[src/rtl/core/adcp_pkg.sv]
// Package for the audio DSP command port: port offsets, command codes,
// status bytes and the beat structs shared by all modules. No dependencies.
package adcp_pkg;

  localparam logic [3:0] PORT_RESET     = 4'd6;
  localparam logic [3:0] PORT_READ_DATA = 4'd10;
  localparam logic [3:0] PORT_COMMAND   = 4'd12;
  localparam logic [3:0] PORT_READ_STAT = 4'd14;

  localparam logic [7:0] ACK_BYTE       = 8'hAA;
  localparam logic [7:0] STATUS_READY   = 8'h80;
  localparam logic [7:0] STATUS_IDLE    = 8'h00;
  localparam logic [7:0] CMD_SPK_ON     = 8'hD1;
  localparam logic [7:0] CMD_SPK_OFF    = 8'hD3;
  localparam logic [7:0] CMD_SET_RATE   = 8'h41;
  localparam logic [7:0] CMD_PLAY_AUTO8 = 8'hC6;

  localparam logic [1:0] PARAMS_NONE    = 2'd0;
  localparam logic [1:0] PARAMS_ONE     = 2'd1;
  localparam logic [1:0] PARAMS_TWO     = 2'd2;
  localparam logic [1:0] PARAMS_THREE   = 2'd3;

  typedef struct packed {
    logic       mode;
    logic [3:0] port_offset;
    logic [7:0] write_data;
  } access_t;

  typedef struct packed {
    logic [7:0]  read_data;
    logic        speaker_enabled;
    logic [15:0] output_rate;
    logic [15:0] block_length;
    logic        playback_active;
  } result_t;

endpackage

[src/rtl/core/audio_dsp_command_port.sv]
// Top level of the audio DSP command port: input register, command core
// and result register. Depends on adcp_pkg, adcp_in_reg, adcp_core, adcp_out_reg.
//
//   channel  direction  handshake             beat fields
//   in       to block   in_valid / in_stall   mode, port_offset, write_data
//   out      from block out_valid / out_stall read_data, speaker_enabled,
//                                              output_rate, block_length,
//                                              playback_active
//
// One access per cycle unless in_stall is high; each accepted access passes
// through the input register, then the result register, before its result is valid.
// Reset (rst, synchronous) clears all command state and empties both stages.
// out_stall holds the result register; the input register keeps filling and
// in_stall is high only while both stages are full and out_stall is high.
module audio_dsp_command_port (
  input  logic        clk,
  input  logic        rst,
  input  logic        in_valid,
  output logic        in_stall,
  input  logic        mode,
  input  logic [3:0]  port_offset,
  input  logic [7:0]  write_data,
  output logic        out_valid,
  input  logic        out_stall,
  output logic [7:0]  read_data,
  output logic        speaker_enabled,
  output logic [15:0] output_rate,
  output logic [15:0] block_length,
  output logic        playback_active
);
  import adcp_pkg::*;

  access_t acc_in;
  access_t acc;
  logic    acc_valid;
  logic    out_ready;
  logic    fire;
  result_t res_next;
  result_t res;

  assign acc_in.mode        = mode;
  assign acc_in.port_offset = port_offset;
  assign acc_in.write_data  = write_data;

  assign fire = acc_valid && out_ready;

  adcp_in_reg u_in_reg (
    .clk       (clk),
    .rst       (rst),
    .in_valid  (in_valid),
    .in_stall  (in_stall),
    .acc_in    (acc_in),
    .take      (out_ready),
    .acc_valid (acc_valid),
    .acc       (acc)
  );

  adcp_core u_core (
    .clk  (clk),
    .rst  (rst),
    .fire (fire),
    .acc  (acc),
    .res  (res_next)
  );

  adcp_out_reg u_out_reg (
    .clk       (clk),
    .rst       (rst),
    .load      (acc_valid),
    .res_in    (res_next),
    .ready     (out_ready),
    .out_valid (out_valid),
    .out_stall (out_stall),
    .res       (res)
  );

  assign read_data       = res.read_data;
  assign speaker_enabled = res.speaker_enabled;
  assign output_rate     = res.output_rate;
  assign block_length    = res.block_length;
  assign playback_active = res.playback_active;

endmodule

[src/rtl/core/adcp_in_reg.sv]
// Input register stage of the audio DSP command port.
// Holds one access beat until the core takes it. Depends on adcp_pkg.
module adcp_in_reg (
  input  logic             clk,
  input  logic             rst,
  input  logic             in_valid,
  output logic             in_stall,
  input  adcp_pkg::access_t acc_in,
  input  logic             take,
  output logic             acc_valid,
  output adcp_pkg::access_t acc
);
  import adcp_pkg::*;

  logic load;

  assign in_stall = acc_valid && !take;
  assign load     = in_valid && !in_stall;

  always_ff @(posedge clk) begin
    if (rst) begin
      acc_valid <= 1'b0;
    end else if (load) begin
      acc_valid <= 1'b1;
    end else if (take) begin
      acc_valid <= 1'b0;
    end
  end

  always_ff @(posedge clk) begin
    if (load) begin
      acc <= acc_in;
    end
  end

endmodule

[src/rtl/core/adcp_core.sv]
// Command processor state of the audio DSP command port: reset handshake,
// command parser and the result of each access. Depends on adcp_pkg.
module adcp_core (
  input  logic              clk,
  input  logic              rst,
  input  logic              fire,
  input  adcp_pkg::access_t acc,
  output adcp_pkg::result_t res
);
  import adcp_pkg::*;

  logic        in_reset, in_reset_next;
  logic        byte_waiting, byte_waiting_next;
  logic [7:0]  pending_byte, pending_byte_next;
  logic [7:0]  current_command, current_command_next;
  logic [1:0]  params_left, params_left_next;
  logic [15:0] rate_reg, rate_reg_next;
  logic [7:0]  transfer_mode, transfer_mode_next;
  logic [15:0] length_reg, length_reg_next;
  logic        speaker_reg, speaker_reg_next;
  logic        playing_reg, playing_reg_next;
  logic [7:0]  rd;
  logic [7:0]  b;

  assign b = acc.write_data;

  always_comb begin
    in_reset_next        = in_reset;
    byte_waiting_next    = byte_waiting;
    pending_byte_next    = pending_byte;
    current_command_next = current_command;
    params_left_next     = params_left;
    rate_reg_next        = rate_reg;
    transfer_mode_next   = transfer_mode;
    length_reg_next      = length_reg;
    speaker_reg_next     = speaker_reg;
    playing_reg_next     = playing_reg;
    rd                   = STATUS_IDLE;

    if (acc.mode) begin
      if (acc.port_offset == PORT_RESET) begin
        if (b[0]) begin
          in_reset_next     = 1'b1;
          byte_waiting_next = 1'b0;
        end else if (in_reset) begin
          in_reset_next        = 1'b0;
          pending_byte_next    = ACK_BYTE;
          byte_waiting_next    = 1'b1;
          current_command_next = 8'h00;
          params_left_next     = PARAMS_NONE;
          playing_reg_next     = 1'b0;
        end
      end else if (acc.port_offset == PORT_COMMAND && !in_reset) begin
        if (params_left == PARAMS_NONE) begin
          current_command_next = b;
          unique case (b)
            CMD_SPK_ON: begin
              speaker_reg_next = 1'b1;
            end
            CMD_SPK_OFF: begin
              speaker_reg_next = 1'b0;
            end
            CMD_SET_RATE: begin
              params_left_next = PARAMS_TWO;
            end
            CMD_PLAY_AUTO8: begin
              params_left_next = PARAMS_THREE;
            end
            default: begin
            end
          endcase
        end else begin
          if (current_command == CMD_SET_RATE) begin
            if (params_left == PARAMS_TWO) begin
              rate_reg_next = {b, rate_reg[7:0]};
            end else begin
              rate_reg_next = {rate_reg[15:8], b};
            end
          end else if (current_command == CMD_PLAY_AUTO8) begin
            priority if (params_left == PARAMS_THREE) begin
              transfer_mode_next = b;
            end else if (params_left == PARAMS_TWO) begin
              length_reg_next = {length_reg[15:8], b};
            end else begin
              length_reg_next  = {b, length_reg[7:0]};
              playing_reg_next = 1'b1;
            end
          end
          params_left_next = params_left - PARAMS_ONE;
        end
      end
    end else begin
      if (acc.port_offset == PORT_READ_DATA) begin
        rd                = pending_byte;
        byte_waiting_next = 1'b0;
      end else if (acc.port_offset == PORT_READ_STAT) begin
        rd = byte_waiting ? STATUS_READY : STATUS_IDLE;
      end
    end
  end

  assign res.read_data       = rd;
  assign res.speaker_enabled = speaker_reg_next;
  assign res.output_rate     = rate_reg_next;
  assign res.block_length    = length_reg_next;
  assign res.playback_active = playing_reg_next;

  always_ff @(posedge clk) begin
    if (rst) begin
      in_reset        <= 1'b0;
      byte_waiting    <= 1'b0;
      pending_byte    <= 8'h00;
      current_command <= 8'h00;
      params_left     <= PARAMS_NONE;
      rate_reg        <= 16'h0000;
      transfer_mode   <= 8'h00;
      length_reg      <= 16'h0000;
      speaker_reg     <= 1'b0;
      playing_reg     <= 1'b0;
    end else if (fire) begin
      in_reset        <= in_reset_next;
      byte_waiting    <= byte_waiting_next;
      pending_byte    <= pending_byte_next;
      current_command <= current_command_next;
      params_left     <= params_left_next;
      rate_reg        <= rate_reg_next;
      transfer_mode   <= transfer_mode_next;
      length_reg      <= length_reg_next;
      speaker_reg     <= speaker_reg_next;
      playing_reg     <= playing_reg_next;
    end
  end

endmodule

[src/rtl/core/adcp_out_reg.sv]
// Result register of the audio DSP command port.
// Holds one result beat until the consumer takes it. Depends on adcp_pkg.
module adcp_out_reg (
  input  logic              clk,
  input  logic              rst,
  input  logic              load,
  input  adcp_pkg::result_t res_in,
  output logic              ready,
  output logic              out_valid,
  input  logic              out_stall,
  output adcp_pkg::result_t res
);
  import adcp_pkg::*;

  assign ready = !out_valid || !out_stall;

  always_ff @(posedge clk) begin
    if (rst) begin
      out_valid <= 1'b0;
    end else if (ready) begin
      out_valid <= load;
    end
  end

  always_ff @(posedge clk) begin
    if (ready && load) begin
      res <= res_in;
    end
  end

endmodule

[config.mk]
export PLATFORM = sky130hd
export DESIGN_NAME = audio_dsp_command_port
export DESIGN_NICKNAME = d
export VERILOG_FILES = /design/src/rtl/core/adcp_pkg.sv /design/src/rtl/core/audio_dsp_command_port.sv /design/src/rtl/core/adcp_in_reg.sv /design/src/rtl/core/adcp_core.sv /design/src/rtl/core/adcp_out_reg.sv
export SDC_FILE = /design/constraint.sdc
export NUM_CORES = 1
export LEC_CHECK = 0
export ABC_AREA = 1
export BUFFER_PORTS_ARGS = -buffer_cell sky130_fd_sc_hd__buf_2
export CAP_MARGIN = 20
export CORE_AREA = 2 2 118 120
export DETAILED_ROUTE_END_ITERATION = 10
export DIE_AREA = 0 0 120 122
export PLACE_DENSITY = 0.61
export SLEW_MARGIN = 20
export SYNTH_ARGS = -nofsm -noshare
export SYNTH_HDL_FRONTEND = slang
export SYNTH_SLANG_ARGS = --single-unit
[constraint.sdc]
create_clock -name clk -period 2.04 [get_ports clk]
set_clock_uncertainty 0.15 [all_clocks]
set_input_delay 0.102 -clock clk [delete_from_list [all_inputs] [get_ports clk]]
set_output_delay 0.102 -clock clk [all_outputs]
set_load 0.01 [all_outputs]
# Word-level counts from Yosys, hierarchy flattened
# Index checks and enable logic that the tools add are counted.
[totals]
word_cells = 112
in_bits = 17
reg_bits = 104
output_inout_bits = 44
[classes]
eq_ne = 17
n_bitwise = 2
reduce_logical = 21
n_mux = 51
add_sub_neg = 1
[ops]
columns = ["operator", "n"]
rows = [
  ["$mux W16", 14],
  ["$mux W8", 8],
  ["$eq A8 B8 Y1 const B", 4],
  ["$mux W1", 22],
  ["$eq A8 B7 Y1 const B", 2],
  ["$eq A4 B4 Y1 const B", 3],
  ["$reduce_and A6 Y1", 2],
  ["$mux W2", 5],
  ["$reduce_bool A2 Y1", 4],
  ["$logic_not A1 Y1", 5],
  ["$reduce_and A5 Y1", 1],
  ["$eq A2 B2 Y1 const B", 2],
  ["$eq A4 B3 Y1 const B", 1],
  ["$logic_and A1 B1 Y1", 4],
  ["$ne A2 B1 Y1 const B", 2],
  ["$ne A4 B3 Y1 const B", 1],
  ["$pmux W2 S2", 1],
  ["$reduce_and A4 Y1", 1],
  ["$ne A3 B2 Y1 const B", 1],
  ["$reduce_and A3 Y1", 1],
  ["$reduce_or A3 Y1", 1],
  ["$logic_not A2 Y1", 1],
  ["$ne A2 B2 Y1 const B", 1],
  ["$not A1 Y1", 2],
  ["3 further kinds", 3],
]

# Depth between registers and ports, before layout
[logic_depth]
ltp_word = 9
mapped_depth = 12

# By module
# A second synthesis with hierarchy kept.
[hier_totals]
cells_unflattened = 536
hier_area_um2 = 4807.1
[modules_own_cells]
columns = ["mod", "seq_area_each_um2", "cells_each", "area_per_inst_um2", "n_inst"]
rows = [
  ["adcp_core", 940.9, 467, 3057.9, 1],
  ["adcp_out_reg", 1281.2, 47, 1305.0, 1],
  ["adcp_in_reg", 410.4, 20, 436.7, 1],
  ["audio_dsp_command_port", 0.0, 2, 7.5, 1],
]

# Worst setup path before layout
# No wires, ideal clock.
[synth_timing]
path_type = "register to register"
start = "register u_out_reg.out_valid"
end = "register u_out_reg.res[0] (netlist name)"
arrival_ns = 1.358
path_buffers = 2
path_stages_with_launch = 6
synth_period_minus_slack_ns = 1.887
slack_ns = 0.153
setup_time_ns = 0.380
t_required_ns = 1.510
cell_sequence = "dfxtp_1 > nand2_1 > nand2_1 > inv_1 > clkbuf_8 > buf_2"
[synth_via]
elab_chain_len = 3
[synth_rtl]
columns = ["item", "line_no", "rtl"]
rows = [
  ["from (decl)", "adcp_out_reg.sv:9", "output logic out_valid,"],
  ["from (signal assigned)", "adcp_out_reg.sv:21", "out_valid <= load;"],
  ["$logic_not A1 Y1", "adcp_out_reg.sv:15", "assign ready = !out_valid || !out_stall;"],
  ["$logic_or A1 B1 Y1", "adcp_out_reg.sv:15", ""],
  ["$logic_and A1 B1 Y1", "adcp_out_reg.sv:26", "if (ready && load) begin"],
]
# No other way between the ends.
# A chain may end at the register's enable or synchronous reset.

==> flow_summary_export.csv <==
group,metric,value,unit
setup_path,end_kind,"flop",
setup_path,timing.critical_path.mode_cell,"nand2_1",
sta,final.min_clock_period,1.92,ns
clock_tree,cts_max_level,3,
placement,place.detailed.hpwl,7.21,mm
sta,hold_violations,0,
sta,slew_headroom,62.7,%
detailed_routing,ant_nets,0,
floorplan,row_count,43,
run_status,status,"finished, final reports clean",
global_route,grt_usage,14.2,%
global_route,overflow,0,
final_layout,drive_gt1_share,16.8,%
setup_path,worst-setup-path-type,"reg -> reg",
power,powerDensity,774,nW/um2
sta,finalCritPeriodShare,94.0,%
sta,setup_viol,0,
sta,fmax,521,MHz
final_layout,final_cell_mix,"nand2_1, nor2_1, nand3_1",
hold_path,hold-path-cell-count,2,
placement,portBuffers,56,
setup_path,worst-r2r-cell-count,10,
sta,worst_pin_slew,0.559,ns
global_route,antenna_found_initial,0,
final_layout,areaGrowthSynthToFinish,20.9,%
setup_path,reg2reg_slack,0.12,ns
clock_tree,clock_path_buffers,2,
setup_path,cp.arrival,2.01,ns
power,peakVddDrop,493,uV
setup_path,crit_fanout,5,
setup_path,max_stage_delay,0.34,ns
logic_synthesis,avgSynthCellArea,7.99,um2
sta,drv_slew,0,
placement,routabilityCongestion,0.851,
final_layout,largest_reg_flops,36,
clock_tree,cts_made_buffers,9,
final_layout,final_area,5570,um2
clock_tree,cts.sink_count,98,
placement,postPlaceCellArea,5100,um2
floorplan,die_width,120,um
setup_path,path_cells,"inv_1 -> ha_1 -> buf_4 -> nand3_1 -> nor3_1 -> nand2_1 -> nand2_1 -> nand2_1 -> o21ai_0 -> inv_1",
detailed_routing,drt_wl_total,10.0,mm
setup_path,reg2reg_from,"u_core.params_left[0]",
logic_synthesis,synth_mux_area_share,0,%
run,cap_violations,0,
setup_path,rr_endpoint,"u_core.speaker_reg",
clock_tree,clk-insertion-delay-late,0.34,ns
logic_synthesis,syn_area,4610,um2
floorplan,initial_core_util,34.1,%
clock_tree,cts-root-buf,"clkbuf_16",
hold_path,worstHoldStart,"rst",
final_layout,nets,677,
floorplan,num_io_pins,61,
clock_tree,cts_tree,"built",
detailed_routing,wl_per_cell,11.9,um
detailed_routing,drc,0,
setup_path,crit_required,2.13,ns
logic_synthesis,synth_top_family_by_area,"simple AND/OR/NAND/NOR gates",
logic_synthesis,synth_fa_ha_area_share,1.09,%
detailed_routing,viasPerCell,4.56,
logic_synthesis,ys_types,29,
detailed_routing,first_iter_violations,343,
logic_synthesis,seq_area_frac_synth,53.2,%
floorplan,core_area,13500,um2
logic_synthesis,async_reset_ff_share,0,%
global_route,grt_max_degree,64,
logic_synthesis,synth_edf_count,49,
detailed_routing,vias,3837,
final_layout,final_common_cell,"nand2_1",
setup_path,setup.worst_path.start_class,"flop",
final_layout,diodes,0,
detailed_routing,dr.pass1.iters,5,
logic_synthesis,yosys_warnings,0,
sta,rsz0062_at_grt,"no",
power,cellLeakagePower,2.63,nW
power,power.total,0.00431,W
floorplan,die_area,14600,um2
logic_synthesis,synth_ff_type,"edfxtp_1",
global_route,grt_pass1_vias,3423,
logic_synthesis,synth-simple-area-share,33.8,%
hold_path,hp-class,"in -> reg",
floorplan,die_h,122,um
setup_path,slowest_stage,"dfxtp_1",
logic_synthesis,ys_ff_latch,98,
sta,whs,0.128,ns
logic_synthesis,synth-xor-area-share,0,%
logic_synthesis,synth_compound_area_share,2.34,%
clock_tree,cts.clk_slew.worst_paths,0.06,ns
hold_path,holdPathEnd,"u_core.byte_waiting",
sta,fin_setup_tns,0,ns
logic_synthesis,synthCells,577,
global_route,grt_first_pass_wirelength,16.1,mm
-- through the flow --
| step | cells | worst slack [ns] | util, % |
|---|---|---|---|
| floorplan | 580 | 0.153 | - |
| finish | 841 | 0.122 | 41.3 |
| global route | 841 | 0.00407 | 41.3 |
| global placement | 809 | 0.189 | 37.7 |
| CTS | 840 | 0.0921 | 41.0 |
| detailed placement | 809 | 0.107 | 37.7 |
-- worst max-delay path by stage --
stage	from	endpoint	cells past startpoint
CTS	u_core.params_left[0]	u_core.length_reg[13]	11
detailed placement	u_core.params_left[0]	u_core.length_reg[13]	11
finish	u_core.params_left[0]	u_core.speaker_reg	10
global route	u_core.params_left[0]	u_out_reg.res[2]	8
global placement	u_core.params_left[0]	u_core.speaker_reg	10
floorplan	u_out_reg.out_valid	u_out_reg.res[0]	5
-- report_power, final --
part	switching, W	internal [W]	leakage (nW)	total [W]
Sequential	0.0000538	0.00219	0.869	0.00224
Clock	0.000714	0.000945	0.133	0.00166
Combinational	0.000252	0.000161	1.62	0.000413
-- layout make-up --
class,instances,area [um2]
Multi-Input combinational cell,387,1740
Inverter,74,278
Clock inverter,7,68.8
Tap cell,180,225
Fill cell,1370,7930
Sequential cell,98,2450
Timing Repair Buffer,86,581
Clock buffer,9,225
-- worst max-delay path, delay by kind of cell (launching register included) --
family	cells	cell delay, ns
AO/OA/AOI/OAI	1	0.15
flip-flops	1	0.34
AND/OR/NAND/NOR	5	0.62
adder cells (fa/ha/maj)	1	0.20
buffers and inverters	3	0.36
-- kinds of logic (layout without fill, tap and decap cells) --
group | count (synthesis) | count (layout)
compound gates | 21 | 21
fa+ha+maj | 4 | 4
buf+inv | 95 | 176
flops | 98 | 98
other cells | 1 | 4
simple gates | 358 | 358
-- Yosys cell counts (2+ instances only) --
library cell	n	share of area, %
a21oi_1	15	1.6
buf_2	3	0.33
buf_4	7	1.1
buf_6	3	0.73
clkbuf_1	4	0.33
clkbuf_8	2	0.60
dfxtp_1	49	21
edfxtp_1	49	32
ha_1	4	1.1
inv_1	71	5.8
inv_2	3	0.24
nand2_1	146	12
nand2_2	6	0.81
nand3_1	84	9.1
nand3_2	3	0.65
nor2_1	103	8.4
nor2_2	4	0.54
nor2_4	4	0.98
nor3_1	3	0.33
o21ai_0	5	0.54
-- layer usage --
layer	GRT usage, %	vias to the layer above	wire, um
li1	-	1971	-
met1	17.2	1752	4300
met2	24.2	103	4910
met3	3.32	11	613
met4	5.81	0	183
met5	0	-	0
-- repair_timing --
action / 4_1_cts / 5_1_grt
setup endpoints to repair: 0 / 39
resized for setup: 0 / 3
hold buffers: 15 / 0
endpoints found under the hold margin: 15 / 0
buffers inserted: 0 / 1
Power figures use the tool's default switching activity.
